[src/hw/rtl/rswg_pkg.sv]
// ----------------------------------------------------------------------------
// rswg_pkg
// Shared types and constants of the ramp and square waveform generator:
// register indexes and the command and status groups between the
// controller and the datapath.
// ----------------------------------------------------------------------------
`timescale 1ns / 1ps
`default_nettype none

package rswg_pkg;

  // Configuration register indexes.
  localparam int unsigned CFG_IDX_BITS = 2;
  localparam logic [CFG_IDX_BITS-1:0] REG_PEAK_LEVEL  = 2'd0;
  localparam logic [CFG_IDX_BITS-1:0] REG_RAMP_ENABLE = 2'd1;
  localparam logic [CFG_IDX_BITS-1:0] REG_HOLD_TICKS  = 2'd2;
  localparam logic [CFG_IDX_BITS-1:0] REG_RAMP_TICKS  = 2'd3;

  // Reset values of the registers, before truncation to the field widths.
  localparam logic [31:0] PEAK_LEVEL_RST = 32'h7FF;
  localparam logic [31:0] HOLD_TICKS_RST = 32'd1000;
  localparam logic [31:0] RAMP_TICKS_RST = 32'd500;

  // Controller to datapath.
  typedef struct packed {
    logic start;  // tick beat with the flag set: capture result, step state
    logic mul;    // form peak_level * count
    logic load;   // seed the divider from the product
    logic step;   // one quotient bit
    logic emit;   // hand the pending result to the output register
  } rswg_cmd_t;

  // Datapath to controller.
  typedef struct packed {
    logic need_div;  // the pending tick is a ramp step that needs a division
    logic out_hold;  // output register is full and not being taken
  } rswg_sts_t;

endpackage : rswg_pkg

`default_nettype wire

[src/hw/rtl/rswg_ctrl.sv]
// ----------------------------------------------------------------------------
// rswg_ctrl
// Sequencer of the waveform generator: takes tick beats, runs the multiply
// and the bit-serial divide of a ramp step, then hands the result out.
// ----------------------------------------------------------------------------
`timescale 1ns / 1ps
`default_nettype none

module rswg_ctrl #(
  parameter int unsigned LEVEL_BITS = 11
) (
  input  wire logic               clk,
  input  wire logic               rst_n,
  input  wire logic               in_valid,
  input  wire logic               in_tick_flag,
  output logic                    in_ready,
  input  rswg_pkg::rswg_sts_t     sts,
  output rswg_pkg::rswg_cmd_t     cmd
);
  import rswg_pkg::*;

  localparam int unsigned CW = $clog2(LEVEL_BITS);

  localparam logic [2:0] S_IDLE = 3'd0;
  localparam logic [2:0] S_MUL  = 3'd1;
  localparam logic [2:0] S_LOAD = 3'd2;
  localparam logic [2:0] S_DIV  = 3'd3;
  localparam logic [2:0] S_EMIT = 3'd4;

  logic [2:0]    state_r, state_nxt;
  logic [CW-1:0] bit_cnt_r, bit_cnt_nxt;

  assign in_ready = (state_r == S_IDLE);

  always_comb begin
    state_nxt   = state_r;
    bit_cnt_nxt = bit_cnt_r;
    cmd         = '0;
    case (state_r)
      S_IDLE: begin
        if (in_valid && in_tick_flag) begin
          cmd.start = 1'b1;
          state_nxt = sts.need_div ? S_MUL : S_EMIT;
        end
      end
      S_MUL: begin
        cmd.mul   = 1'b1;
        state_nxt = S_LOAD;
      end
      S_LOAD: begin
        cmd.load    = 1'b1;
        bit_cnt_nxt = CW'(LEVEL_BITS - 1);
        state_nxt   = S_DIV;
      end
      S_DIV: begin
        cmd.step    = 1'b1;
        bit_cnt_nxt = bit_cnt_r - CW'(1);
        if (bit_cnt_r == '0) begin
          state_nxt = S_EMIT;
        end
      end
      S_EMIT: begin
        // Wait here while the previous result is still unclaimed.
        if (!sts.out_hold) begin
          cmd.emit  = 1'b1;
          state_nxt = S_IDLE;
        end
      end
      default: begin
        state_nxt = S_IDLE;
      end
    endcase
  end

  always_ff @(posedge clk) begin
    if (!rst_n) begin
      state_r   <= S_IDLE;
      bit_cnt_r <= '0;
    end else begin
      state_r   <= state_nxt;
      bit_cnt_r <= bit_cnt_nxt;
    end
  end

endmodule : rswg_ctrl

`default_nettype wire

[src/hw/rtl/rswg_dpath.sv]
// ----------------------------------------------------------------------------
// rswg_dpath
// Datapath of the waveform generator: configuration registers, waveform
// state, the multiplier and restoring divider for ramp levels, and the
// output register.
// ----------------------------------------------------------------------------
`timescale 1ns / 1ps
`default_nettype none

module rswg_dpath #(
  parameter int unsigned LEVEL_BITS = 11,
  parameter int unsigned COUNT_BITS = 16,
  parameter int unsigned CFG_BITS   = 16
) (
  input  wire logic                              clk,
  input  wire logic                              rst_n,
  input  wire logic                              cfg_we,
  input  wire logic [rswg_pkg::CFG_IDX_BITS-1:0] cfg_index,
  input  wire logic [CFG_BITS-1:0]               cfg_wdata,
  input  rswg_pkg::rswg_cmd_t                    cmd,
  output rswg_pkg::rswg_sts_t                    sts,
  input  wire logic                              out_ready,
  output logic                                   out_valid,
  output logic [LEVEL_BITS-1:0]                  out_dac_code
);
  import rswg_pkg::*;

  localparam int unsigned L = LEVEL_BITS;
  localparam int unsigned C = COUNT_BITS;

  // Configuration.
  logic [L-1:0] peak_level_r;
  logic         ramp_enable_r;
  logic [C-1:0] hold_ticks_r;
  logic [C-1:0] ramp_ticks_r;

  // Waveform state.
  logic [L-1:0] level_r, level_nxt;
  logic [C-1:0] ramp_count_r, ramp_count_nxt;
  logic [C-1:0] hold_count_r, hold_count_nxt;
  logic         in_ramp_r, in_ramp_nxt;
  logic         rising_r, rising_nxt;

  // Pending result and divider.
  logic [L-1:0]   res_r;
  logic           need_div_r, need_div_nxt;
  logic [C-1:0]   op_r, op_nxt;
  logic [C-1:0]   len_r, len;
  logic [L+C-1:0] prod_r;
  logic [C-1:0]   rem_r;
  logic [L-1:0]   quo_r;
  logic [C:0]     trial;
  logic [C:0]     diff;
  logic           ge;

  // Output register.
  logic         out_valid_r, out_valid_nxt;
  logic [L-1:0] out_code_r;

  logic [C-1:0] cnt_dn;
  logic         hold_done;

  assign len       = (ramp_ticks_r == '0) ? C'(1) : ramp_ticks_r;
  assign cnt_dn    = ramp_count_r - C'(1);
  assign hold_done = (hold_count_r >= hold_ticks_r);

  // Next waveform state for a tick; applied only on a start command.
  always_comb begin
    level_nxt      = level_r;
    ramp_count_nxt = ramp_count_r;
    hold_count_nxt = hold_count_r;
    in_ramp_nxt    = in_ramp_r;
    rising_nxt     = rising_r;
    need_div_nxt   = 1'b0;
    op_nxt         = ramp_count_r;
    if (ramp_enable_r) begin
      if (in_ramp_r) begin
        if (rising_r) begin
          if (ramp_count_r >= len) begin
            in_ramp_nxt = 1'b0;
            rising_nxt  = 1'b0;
          end else begin
            need_div_nxt   = 1'b1;
            ramp_count_nxt = ramp_count_r + C'(1);
          end
        end else begin
          if (ramp_count_r == '0) begin
            rising_nxt = 1'b1;
          end else begin
            ramp_count_nxt = cnt_dn;
            op_nxt         = cnt_dn;
            // A count at or past the ramp length saturates to the peak.
            if (cnt_dn >= len) begin
              level_nxt = peak_level_r;
            end else begin
              need_div_nxt = 1'b1;
            end
          end
        end
      end else begin
        if (hold_done) begin
          in_ramp_nxt    = 1'b1;
          rising_nxt     = 1'b0;
          hold_count_nxt = '0;
        end else begin
          hold_count_nxt = hold_count_r + C'(1);
        end
      end
    end else begin
      if (hold_done) begin
        level_nxt      = (level_r == peak_level_r) ? '0 : peak_level_r;
        hold_count_nxt = '0;
      end else begin
        hold_count_nxt = hold_count_r + C'(1);
      end
    end
  end

  // Restoring division step: the quotient shifts in where the low
  // dividend bits shift out.
  assign trial = {rem_r, quo_r[L-1]};
  assign diff  = trial - {1'b0, len_r};
  assign ge    = (trial >= {1'b0, len_r});

  assign sts.need_div = need_div_nxt;
  assign sts.out_hold = out_valid_r && !out_ready;

  always_comb begin
    out_valid_nxt = out_valid_r;
    if (cmd.emit) begin
      out_valid_nxt = 1'b1;
    end else if (out_ready) begin
      out_valid_nxt = 1'b0;
    end
  end

  assign out_valid    = out_valid_r;
  assign out_dac_code = out_code_r;

  always_ff @(posedge clk) begin
    if (!rst_n) begin
      peak_level_r  <= L'(PEAK_LEVEL_RST);
      ramp_enable_r <= 1'b1;
      hold_ticks_r  <= C'(HOLD_TICKS_RST);
      ramp_ticks_r  <= C'(RAMP_TICKS_RST);
    end else if (cfg_we) begin
      case (cfg_index)
        REG_PEAK_LEVEL:  peak_level_r  <= cfg_wdata[L-1:0];
        REG_RAMP_ENABLE: ramp_enable_r <= cfg_wdata[0];
        REG_HOLD_TICKS:  hold_ticks_r  <= cfg_wdata[C-1:0];
        REG_RAMP_TICKS:  ramp_ticks_r  <= cfg_wdata[C-1:0];
        default: ;
      endcase
    end
  end

  always_ff @(posedge clk) begin
    if (!rst_n) begin
      level_r      <= '0;
      ramp_count_r <= '0;
      hold_count_r <= '0;
      in_ramp_r    <= 1'b1;
      rising_r     <= 1'b1;
      need_div_r   <= 1'b0;
      out_valid_r  <= 1'b0;
    end else begin
      out_valid_r <= out_valid_nxt;
      if (cmd.start) begin
        level_r      <= level_nxt;
        ramp_count_r <= ramp_count_nxt;
        hold_count_r <= hold_count_nxt;
        in_ramp_r    <= in_ramp_nxt;
        rising_r     <= rising_nxt;
        need_div_r   <= need_div_nxt;
      end else if (cmd.emit && need_div_r) begin
        level_r <= quo_r;
      end
    end
  end

  always_ff @(posedge clk) begin
    if (cmd.start) begin
      res_r <= level_r;
      op_r  <= op_nxt;
      len_r <= len;
    end
    if (cmd.mul) begin
      prod_r <= (L+C)'(peak_level_r) * (L+C)'(op_r);
    end
    // The product is below len * 2^L, so its high part is below len.
    if (cmd.load) begin
      rem_r <= prod_r[L+C-1:L];
      quo_r <= prod_r[L-1:0];
    end else if (cmd.step) begin
      rem_r <= ge ? diff[C-1:0] : trial[C-1:0];
      quo_r <= {quo_r[L-2:0], ge};
    end
    if (cmd.emit) begin
      out_code_r <= res_r;
    end
  end

endmodule : rswg_dpath

`default_nettype wire

[src/hw/rtl/ramp_square_waveform_generator_top.sv]
// ----------------------------------------------------------------------------
// ramp_square_waveform_generator_top
// Trapezoid ramp or square wave source producing one DAC code per tick.
// ----------------------------------------------------------------------------
// Usage:
//   Each input beat is one DAC update tick. A beat with in_tick_flag low is
//   taken and dropped. A beat with the flag high produces one output beat
//   carrying the level held before the tick, and then advances the waveform.
//   The cfg channel is always ready; write registers only while the block
//   is idle (index 0 peak level, 1 ramp enable, 2 hold ticks, 3 ramp ticks).
// Sequencing:
//   A ramp step multiplies peak by the count, then divides by the ramp
//   length one quotient bit per cycle before in_ready returns. Any other
//   tick with the flag set goes straight to hand-off, and a tick with the
//   flag clear does not lower in_ready at all. The result reaches the
//   output register as in_ready returns.
// Reset and stalls:
//   Synchronous reset loads the register defaults and starts a ramp-up at
//   level zero. The output register holds one result; while it waits, the
//   next tick is still accepted and worked, and stalls only at hand-off.
// ----------------------------------------------------------------------------
`timescale 1ns / 1ps
`default_nettype none

module ramp_square_waveform_generator_top #(
  parameter int unsigned LEVEL_BITS = 11,
  parameter int unsigned COUNT_BITS = 16
) (
  input  wire logic                              clk,
  input  wire logic                              rst_n,
  input  wire logic                              in_valid,
  output logic                                   in_ready,
  input  wire logic                              in_tick_flag,
  output logic                                   out_valid,
  input  wire logic                              out_ready,
  output logic [LEVEL_BITS-1:0]                  out_dac_code,
  input  wire logic                              cfg_valid,
  output logic                                   cfg_ready,
  input  wire logic [rswg_pkg::CFG_IDX_BITS-1:0] cfg_index,
  input  wire logic [((LEVEL_BITS > COUNT_BITS) ? LEVEL_BITS : COUNT_BITS)-1:0] cfg_wdata
);
  import rswg_pkg::*;

  localparam int unsigned CFG_BITS = (LEVEL_BITS > COUNT_BITS) ? LEVEL_BITS : COUNT_BITS;

  rswg_cmd_t cmd;
  rswg_sts_t sts;

  assign cfg_ready = 1'b1;

  rswg_ctrl #(
    .LEVEL_BITS (LEVEL_BITS)
  ) u_ctrl (
    .clk          (clk),
    .rst_n        (rst_n),
    .in_valid     (in_valid),
    .in_tick_flag (in_tick_flag),
    .in_ready     (in_ready),
    .sts          (sts),
    .cmd          (cmd)
  );

  rswg_dpath #(
    .LEVEL_BITS (LEVEL_BITS),
    .COUNT_BITS (COUNT_BITS),
    .CFG_BITS   (CFG_BITS)
  ) u_dpath (
    .clk          (clk),
    .rst_n        (rst_n),
    .cfg_we       (cfg_valid),
    .cfg_index    (cfg_index),
    .cfg_wdata    (cfg_wdata),
    .cmd          (cmd),
    .sts          (sts),
    .out_ready    (out_ready),
    .out_valid    (out_valid),
    .out_dac_code (out_dac_code)
  );

  // A tick with the flag set always takes the sequencer out of idle.
  a_tick_busy : assert property (@(posedge clk) disable iff (!rst_n)
    (in_valid && in_ready && in_tick_flag) |=> !in_ready)
    else $error("sequencer stayed ready after a tick beat");

  // A tick without the flag leaves the block ready.
  a_idle_tick : assert property (@(posedge clk) disable iff (!rst_n)
    (in_valid && in_ready && !in_tick_flag) |=> in_ready)
    else $error("ignored tick started work");

  // A fresh result is loaded only as the sequencer returns to idle.
  a_emit_idle : assert property (@(posedge clk) disable iff (!rst_n)
    $rose(out_valid) |-> in_ready)
    else $error("result loaded while the sequencer is busy");

  // The generator never emits more than one result per flagged tick.
  a_no_dup : assert property (@(posedge clk) disable iff (!rst_n)
    (out_valid && out_ready && in_ready) |=> !out_valid || !in_ready || $past(cmd.emit))
    else $error("result repeated without a new tick");

endmodule : ramp_square_waveform_generator_top

`default_nettype wire
[config.mk]
export PLATFORM = sky130hd
export DESIGN_NAME = ramp_square_waveform_generator_top
export DESIGN_NICKNAME = d
export VERILOG_FILES = /design/src/hw/rtl/rswg_pkg.sv /design/src/hw/rtl/rswg_ctrl.sv /design/src/hw/rtl/rswg_dpath.sv /design/src/hw/rtl/ramp_square_waveform_generator_top.sv
export SDC_FILE = /design/constraint.sdc
export NUM_CORES = 1
export LEC_CHECK = 0
export BUFFER_PORTS_ARGS = -buffer_cell sky130_fd_sc_hd__buf_2
export CORE_ASPECT_RATIO = 0.8
export CORE_MARGIN = 2
export CORE_UTILIZATION = 60
export CTS_BUF_LIST = sky130_fd_sc_hd__clkbuf_2
export DETAILED_ROUTE_END_ITERATION = 6
export PLACE_DENSITY_LB_ADDON = 0.3
export SLEW_MARGIN = 40
export SYNTH_ARGS = -nofsm -noshare
export SYNTH_HDL_FRONTEND = slang
export SYNTH_HIERARCHICAL = 1
export SYNTH_SLANG_ARGS = --single-unit
[constraint.sdc]
create_clock -name clk -period 5.2 [get_ports clk]
set_input_delay 0.26 -clock clk [delete_from_list [all_inputs] [get_ports clk]]
set_output_delay 0.26 -clock clk [all_outputs]
set_load 0.01 [all_outputs]
Word-level counts from Yosys, hierarchy flattened
Index checks and enable logic that the tools add are counted.

Register bits: 206. Bits of input ports: 24. Output and inout bits: 14. Logic and storage cells: 124.

Add/sub/neg operators: 5. Multiply operators: 1. Magnitude comparators: 4. Eq/ne operators: 18. Mux-type cells: 52. Reduce and logical (&&, ||, !) cells: 24.

Operator list (count): 16-bit two-way mux (13); 11-bit two-way mux (11); 16-bit greater-or-equal comparator (3); 16-bit by 1-bit adder with 16-bit output (second input constant) (2); 16-bit logical NOT (2); 11-bit by 16-bit multiplier with 27-bit output (1); 1-bit two-way mux (22); 17-bit by 16-bit greater-or-equal comparator with 1-bit output (1); 16-bit by 1-bit subtractor with 16-bit output (second input constant) (1); 16-bit subtractor (1); 3-bit one-hot mux with 5 select lines (1); 3-bit two-way mux (4); 3-bit != test (second input constant) (4); 2-bit AND reduction (6); 11-bit == test (1); 2-bit nonzero test (5); 4-bit one-hot mux with 2 select lines (1); 3-bit by 2-bit == test with 1-bit output (second input constant) (2); 2-bit != test (second input constant) (3); 3-bit AND reduction (2); 6-bit AND reduction (1); 2-bit == test (second input constant) (2); 4-bit logical NOT (1); 2-bit by 1-bit != test with 1-bit output (second input constant) (2); 10 further kinds (12).

Depth between registers and ports, before layout
Gate-level depths: netlist of the first run.

Depth in word-level cells: 11. Depth in mapped cells: 22. Mapped depth without buffers: 20.

Modules after synthesis
The synthesis of the first run kept the hierarchy.

By module, submodules not included: rswg_dpath (instances 1, cells an instance 1774, area an instance 16263.1 sq um, seq. area each 5064.9 sq um); rswg_ctrl (instances 1, cells an instance 54, area an instance 440.4 sq um, seq. area each 140.1 sq um); ramp_square_waveform_generator_top (instances 1, cells an instance 2, area an instance 11.3 sq um, seq. area each 0.0 sq um).

Worst setup path after synthesis of the first run
No wires, ideal clock.

Path kind: register -> register. From: register u_dpath.peak_level_r[4]. To: register u_dpath.prod_r[26], data pin. Library setup time: 0.135 ns. Arrival: 5.265 ns. Data required time: 5.065 ns. Slack: -0.200 ns. Stages on the path, launching flop included: 20. Path buffers: 2. Clock period less this slack: 5.400 ns. Cell sequence: dfxtp_1 -> clkbuf_1 -> buf_1 -> nand2_1 -> fa_1 -> fa_1 -> inv_1 -> fa_1 -> fa_1 -> inv_1 -> fa_1 -> inv_1 -> ha_1 -> and4_1 -> and3_1 -> nor3b_1 -> o21bai_1 -> a21oi_1 -> or4_1 -> nand3_1.

Cells in the longest elaborated chain, start to end: 1.

Ends and longest elaborated chain: start: declaration (RTL line rswg_dpath.sv:32) `logic [L-1:0] peak_level_r;`; start signal: assignment (RTL line rswg_dpath.sv:142) `peak_level_r <= L'(PEAK_LEVEL_RST);`; start signal: assignment (RTL line rswg_dpath.sv:148) `REG_PEAK_LEVEL: peak_level_r <= cfg_wdata[L-1:0];`; 11-bit by 16-bit multiplier with 27-bit output (RTL line rswg_dpath.sv:188) `prod_r <= (L+C)'(peak_level_r) * (L+C)'(op_r);`; end signal: assignment (RTL line rswg_dpath.sv:188); end: declaration (RTL line rswg_dpath.sv:49) `logic [L+C-1:0] prod_r;`.

No other way between the ends. A chain may end at the register's enable or synchronous reset.

Worst setup path in the final report of the first run
From: register u_dpath.op_r[7]. To: register u_dpath.prod_r[20], data pin.

Cells in the longest elaborated chain, start to end: 1.

Ends and longest elaborated chain: start: declaration (RTL line rswg_dpath.sv:47) `logic [C-1:0] op_r, op_nxt;`; start signal: assignment (RTL line rswg_dpath.sv:184) `op_r <= op_nxt;`; 11-bit by 16-bit multiplier with 27-bit output (RTL line rswg_dpath.sv:188).

No other way between the ends.

==> run_results.csv, run 1 <==
group,metric,value,unit
global_route,grt_pass1_wl,69400,microns
timing,fin_ws,-0.0409,ns
finish,fin_cells,2344,
routing,drc_errors,0,
setup_path,r2r_cells,18,
synthesis,synth_ff_type,"edfxtp_1",
routing,ant_nets,0,
global_route,gr-total-overflow,0,
clocking,ctsLongestPathBuffers,3,
die,die_w,191,microns
die,num_io_pins,38,
setup_path,regToRegStartpoint,"u_dpath/op_r[7]",
clocking,root_buffer,"clkbuf_2",
die,start_util,61.1,%
setup_path,crit_type,"reg -> reg",
setup_path,crit_path_start,"u_dpath/op_r[7]",
timing,worst_slew_pin_slew,0.769,ns
timing,setup_viol_count_final,4,
synthesis,synth_warnings,6,
die,die_area,29200,sq um
global_route,grt_pass1_vias,13500,
routing,num_vias,13600,
setup_path,cp_cell_sequence,"buf_4 > and2_1 > fa_1 > fa_1 > fa_1 > fa_1 > inv_1 > fa_1 > inv_1 > ha_4 > and4_4 > and3_4 > nor3b_2 > o21bai_1 > buf_4 > a21boi_1 > o21ai_0 > a222oi_1",
synthesis,syn_area,16700,sq um
setup_path,cpPeakStageDelay,0.55,ns
global_route,grt_max_degree,59,
setup_path,worstSetupStartpointType,"flip-flop",
clocking,cts.reportedPaths.clkPinSlew,0.14,ns
synthesis,synth.ff_latch_count,206,
synthesis,synth_top_cell_by_area,"edfxtp_1",
die,die_h,153,microns
global_route,antenna_found_initial,1,
timing,period_share,101,%
setup_path,regToRegSetupSlack,-0.04,ns
finish,fin_area,18900,sq um
setup_path,r2r_end,"u_dpath/prod_r[20]",
setup_path,end_kind,"flip-flop",
place,portBuffers,36,
clocking,cts-htree-levels,2,
routing,via_per_inst,5.79,
routing,wl_per_cell,18.8,microns
place,place_inst,2200,
timing,finalCriticalPeriod,5.24,ns
synthesis,synthCells,1830,
place,dp_hpwl,32800,microns
timing,holdWs,0.105,ns
hold_path,whs_path_depth,2,
setup_path,path_common_cell,"fa_1",
synthesis,async_reset_ff_share,0,%
clocking,clock_sinks,206,
timing,slew_headroom,48.7,%
hold_path,worstHoldStart,"in_valid",
hold_path,hp-class,"in -> reg",
synthesis,synth_area_per_cell,9.13,sq um
synthesis,ys_seq_area_share,31.1,%
synthesis,yosysMostFrequentCell,"nand2_1",
synthesis,ys_types,77,
synthesis,synthTopCellsByArea,"edfxtp_1 19%, fa_1 15%, dfxtp_1 12%",
die,rows,54,
flow_run,maxCapViolations,0,
outcome,outcome,"complete, but fails checks",
outcome,violations,"setup timing",
routing,drtPass1Iterations,7,
finish,n_fill_cell,2090,
clocking,cts_tree,"built",
hold_path,min_to,"u_dpath/op_r[4]",
timing,hold_viol,0,
clocking,numCtsBuffers,51,
place,placedInstanceArea,17600,sq um
finish,multi_input_area,10500,sq um
global_route,track_usage,30.3,%
setup_path,cp_max_fo,3,
die,core-area,27400,sq um
clocking,clk_latency,0.90,ns
routing,totalWireLength,44000,microns
setup_path,worstPathArrival,5.96,ns
synthesis,synth-edff-count,108,
timing,skew,0.0453,ns
finish,areaGrowthSynthToFinish,13.3,%
place,gp_congestion,0.993,
synthesis,syn_nets,2115,
synthesis,synthTopCellsByCount,"271 x nand2_1, 233 x inv_1, 135 x ha_1",
setup_path,critPathSlowestCell,"fa_1",
timing,fmax,0.191,GHz
setup_path,worst_ep_required_time,5.92,ns
finish,drive_gt1_share,17.1,%
finish,seq_area,5210,sq um
synthesis,yosysTopAreaCellShare,19.4,%
timing,slew_viol_final,0,
routing,drtIter0Drc,1218,
finish,nNetsFinal,2224,
timing,rsz0062_at_grt,"yes",
how the worst max path moves through the flow:
stage,endpoint,slack [ns],depth (start not counted)
floorplan,u_dpath/prod_r[20],-0.003,19
global placement,u_dpath/prod_r[20],-0.06,18
detailed placement,u_dpath/prod_r[26],-0.16,19
CTS,u_dpath/prod_r[24],-0.006,21
global route,u_dpath/prod_r[26],-0.16,19
finish,u_dpath/prod_r[20],-0.04,18
state kept, by name, indices dropped and copies added (netlist names), 16 cells and up:
register and flops:
u_dpath/rem_r 16, u_dpath/hold_ticks_r 16, u_dpath/hold_count_r 16, u_dpath/len_r 16, u_dpath/ramp_ticks_r 16, u_dpath/ramp_count_r 16
u_dpath/prod_r 27, u_dpath/op_r 16
stage by stage:
stage | util (%) | setup WS [ns] | TNS, ns
2_1_floorplan | - | -0.00257 | -0.00257
3_3_place_gp | 64.3 | -0.0562 | -0.0861
3_5_place_dp | 64.4 | -0.163 | -0.714
4_1_cts | 68.0 | -0.00623 | -0.00813
5_1_grt | 69.2 | -0.162 | -0.743
6_report | 69.2 | -0.0409 | -0.116
repair_timing:
| item | in CTS | in global routing |
|---|---|---|
| gates resized for setup | 28 | 56 |
| pin swaps | 17 | 53 |
| setup buffers | 11 | 11 |
| hold endpoints to repair | 58 | 0 |
| setup endpoints to repair | 9 | 14 |
| hold buffers | 28 | 0 |
layout make-up:
| class | count | share of cell area (%) |
|---|---|---|
| well taps | 364 | 2.40 |
| multi-input cells | 1278 | 55.4 |
| clock inverters | 19 | 0.852 |
| diodes | 1 | 0.0132 |
| repair buffers | 169 | 7.25 |
| inverters | 233 | 4.62 |
| flip-flops and latches | 206 | 27.5 |
| clock buffers | 74 | 1.95 |
worst max-delay path: cells and delay by family, from the launching register on:
| family | cells | cell delay (ns) |
|---|---|---|
| AO/OA/AOI/OAI | 4 | 0.59 |
| AND/OR/NAND/NOR | 4 | 0.72 |
| flip-flops | 1 | 0.47 |
| adder cells (fa/ha/maj) | 6 | 2.83 |
| buffers and inverters | 4 | 0.44 |
cells by family after synthesis:
| kind of cell | count (synthesis) | synth area share [%] |
|---|---|---|
| AND/OR/NAND/NOR | 605 | 17.4 |
| buffers and inverters | 346 | 7.96 |
| AO/OA/AOI/OAI | 290 | 11.4 |
| adder cells (fa/ha/maj) | 261 | 25.2 |
| flip-flops | 206 | 31.1 |
| XOR/XNOR | 82 | 4.34 |
| multiplexers | 39 | 2.50 |
| other | 1 | 0.0224 |
per-layer routing:
metal	routed length, microns	vias up	share of wire [%]	GRT usage, %
li1	-	6312	-	-
met4	1290	0	2.9	10.1
met1	18800	6522	43	41.6
met3	4570	89	10	9.07
met5	0	-	0	0
met2	19300	648	44	45.9
placed cells by master (no fill, tap or decap), types with 17 or more instances in the layout:
master,count
nand2_1,266
buf_2,36
dlygate4sd3_1,28
nor2_1,76
mux2i_1,17
edfxtp_1,108
and2_1,101
nand3_1,36
fa_1,115
buf_4,87
a21oi_1,52
mux2_2,22
o211ai_1,25
xor2_1,35
ha_1,123
inv_1,226
dfxtp_1,93
xnor2_1,45
a21boi_0,25
o21ai_0,67
a21o_1,24
nor3_1,17
clkbuf_2,74
Power of run 1 is left out: the tool's default activity adds up to more than one toggle a clock period on the data nets, which glitch-free logic cannot reach.
==> run 2, diff against run 1 <==
Settings changed: RECOVER_POWER from default to 100.
==> run_results.csv, run 2 (same netlist as run 1, synthesis figures left out) <==
group,metric,value,unit
timing,skew,0.0470,ns
finish,fin_area,18800,sq um
clocking,cts.reportedPaths.clkPinSlew,0.12,ns
timing,worst_slew_pin_slew,2.47,ns
setup_path,end_kind,"flip-flop",
finish,seq_area,5210,sq um
routing,drtPass1Iterations,5,
place,portBuffers,36,
timing,setup_viol_count_final,4,
hold_path,hp-class,"in -> reg",
die,core-area,27400,sq um
global_route,track_usage,30.3,%
setup_path,cpPeakStageDelay,0.55,ns
outcome,outcome,"complete, but fails checks",
setup_path,worstSetupStartpointType,"flip-flop",
global_route,grt_pass1_vias,13500,
flow_run,maxCapViolations,6,
routing,ant_nets,0,
timing,rsz0062_at_grt,"yes",
finish,layout_commonest_cell,"nand2_1",
setup_path,cp_max_fo,3,
hold_path,worstHoldStart,"cfg_wdata[14]",
place,dp_hpwl,32800,microns
die,die_w,191,microns
place,gp_congestion,0.993,
setup_path,worst_ep_required_time,5.92,ns
hold_path,min_to,"u_dpath/ramp_ticks_r[14]",
timing,period_share,101,%
clocking,clk_latency,0.90,ns
timing,slew_headroom,-64.8,%
routing,drtIter0Drc,1233,
timing,fmax,0.191,GHz
die,start_util,61.1,%
clocking,clock_sinks,206,
routing,totalWireLength,44000,microns
timing,tns,-0.123,ns
timing,slew_viol_final,217,
global_route,grt_max_degree,59,
outcome,violations,"capacitance limit, slew limit, setup timing",
setup_path,r2r_cells,18,
global_route,grt_pass1_wl,69400,microns
clocking,root_buffer,"clkbuf_2",
timing,hold_viol,0,
setup_path,worstPathArrival,5.96,ns
clocking,ctsLongestPathBuffers,3,
routing,num_vias,13500,
routing,wl_per_cell,18.8,microns
clocking,cts_tree,"built",
die,num_io_pins,38,
clocking,numCtsBuffers,51,
die,die_area,29200,sq um
setup_path,path_common_cell,"fa_1",
finish,multi_input_area,10400,sq um
finish,largest_reg_flops,27,
setup_path,crit_type,"reg -> reg",
finish,n_fill_cell,2131,
global_route,antenna_found_initial,1,
finish,largest_register,"u_dpath/prod_r",
die,rows,54,
setup_path,critPathSlowestCell,"fa_1",
finish,final_cell_mix,"266 x nand2_1, 226 x inv_1, 123 x ha_1",
timing,finalCriticalPeriod,5.24,ns
place,place_inst,2200,
finish,drive_gt1_share,15.2,%
clocking,cts-htree-levels,2,
setup_path,cp_cell_sequence,"buf_4 > and2_1 > fa_1 > fa_1 > fa_1 > fa_1 > inv_1 > fa_1 > inv_1 > ha_4 > and4_4 > and3_4 > nor3b_2 > o21bai_1 > buf_4 > a21boi_1 > o21ai_0 > a222oi_1",
finish,areaGrowthSynthToFinish,12.7,%
finish,fin_cells,2344,
die,die_h,153,microns
hold_path,whs_path_depth,4,
setup_path,regToRegSetupSlack,-0.04,ns
routing,via_per_inst,5.77,
place,placedInstanceArea,17600,sq um
finish,nNetsFinal,2224,
timing,fin_ws,-0.0424,ns
routing,drc_errors,0,
setup_path,regToRegStartpoint,"u_dpath/op_r[7]",
global_route,gr-total-overflow,0,
setup_path,r2r_end,"u_dpath/prod_r[20]",
place,dp_slack,-0.163,ns
[run 2: changes by cell type in the layout (fill, tap and decap cells not counted), moves of 3 or more]
cell	before	now
and2_0	0	6
and2_1	101	95
buf_2	36	21
buf_4	87	78
clkbuf_1	0	23
nor3_1	17	20
[run 2: area by class of cell]
| class | instances | area share [%] |
|---|---|---|
| Inverter | 233 | 4.64 |
| Clock buffer | 74 | 1.97 |
| Timing Repair Buffer | 169 | 7.02 |
| Sequential cell | 206 | 27.7 |
| Multi-Input combinational cell | 1278 | 55.4 |
| Clock inverter | 19 | 0.857 |
| Tap cell | 364 | 2.42 |
| Antenna cell | 1 | 0.0133 |
[run 2: critical path, delay by kind of cell (launching register included)]
kind	cells	cell delay, ns
and+or+nand+nor	4	0.72
adders and majority gates	6	2.83
buffers and inverters	4	0.44
DFF	1	0.47
AOI/OAI and AO/OA	4	0.59
[run 2: how the worst max path moves through the flow]
stage	startpoint	cells after the start	slack [ns]	end
after floorplan	u_dpath/peak_level_r[7]	19	-0.003	u_dpath/prod_r[20]
after global placement	u_dpath/peak_level_r[7]	18	-0.06	u_dpath/prod_r[20]
after detailed placement	u_dpath/peak_level_r[7]	19	-0.16	u_dpath/prod_r[26]
after CTS	u_dpath/op_r[7]	21	-0.006	u_dpath/prod_r[24]
after global routing	u_dpath/op_r[2]	19	-0.16	u_dpath/prod_r[26]
final	u_dpath/op_r[7]	18	-0.04	u_dpath/prod_r[20]
[run 2: through the flow]
stage	hold slack [ns]	util [%]
floorplan	0.384	-
global placement	0.401	64.3
detailed placement	0.406	64.4
CTS	0.0222	68.0
global route	0.123	68.8
finish	0.199	68.8
[run 2: what timing repair did]
action | CTS | global route
hold buffers | 28 | 0
endpoints found under the setup margin | 9 | 14
pin swaps | 17 | 53
endpoints found under the hold margin | 58 | 0
setup buffers | 11 | 11
resized for setup | 28 | 56
[run 2: metal layers]
metal  GRT usage [%]  wire length [microns]  share of wire, %  vias to the layer above
li1                -                      -                 -                     6300
met1            41.6                  18700                43                     6511
met2            45.9                  19300                44                      614
met3            9.07                   4650                11                       91
met4            10.1                   1320               3.0                        0
met5               0                      0                 0                        -
Power of run 2 is left out for the same reason.
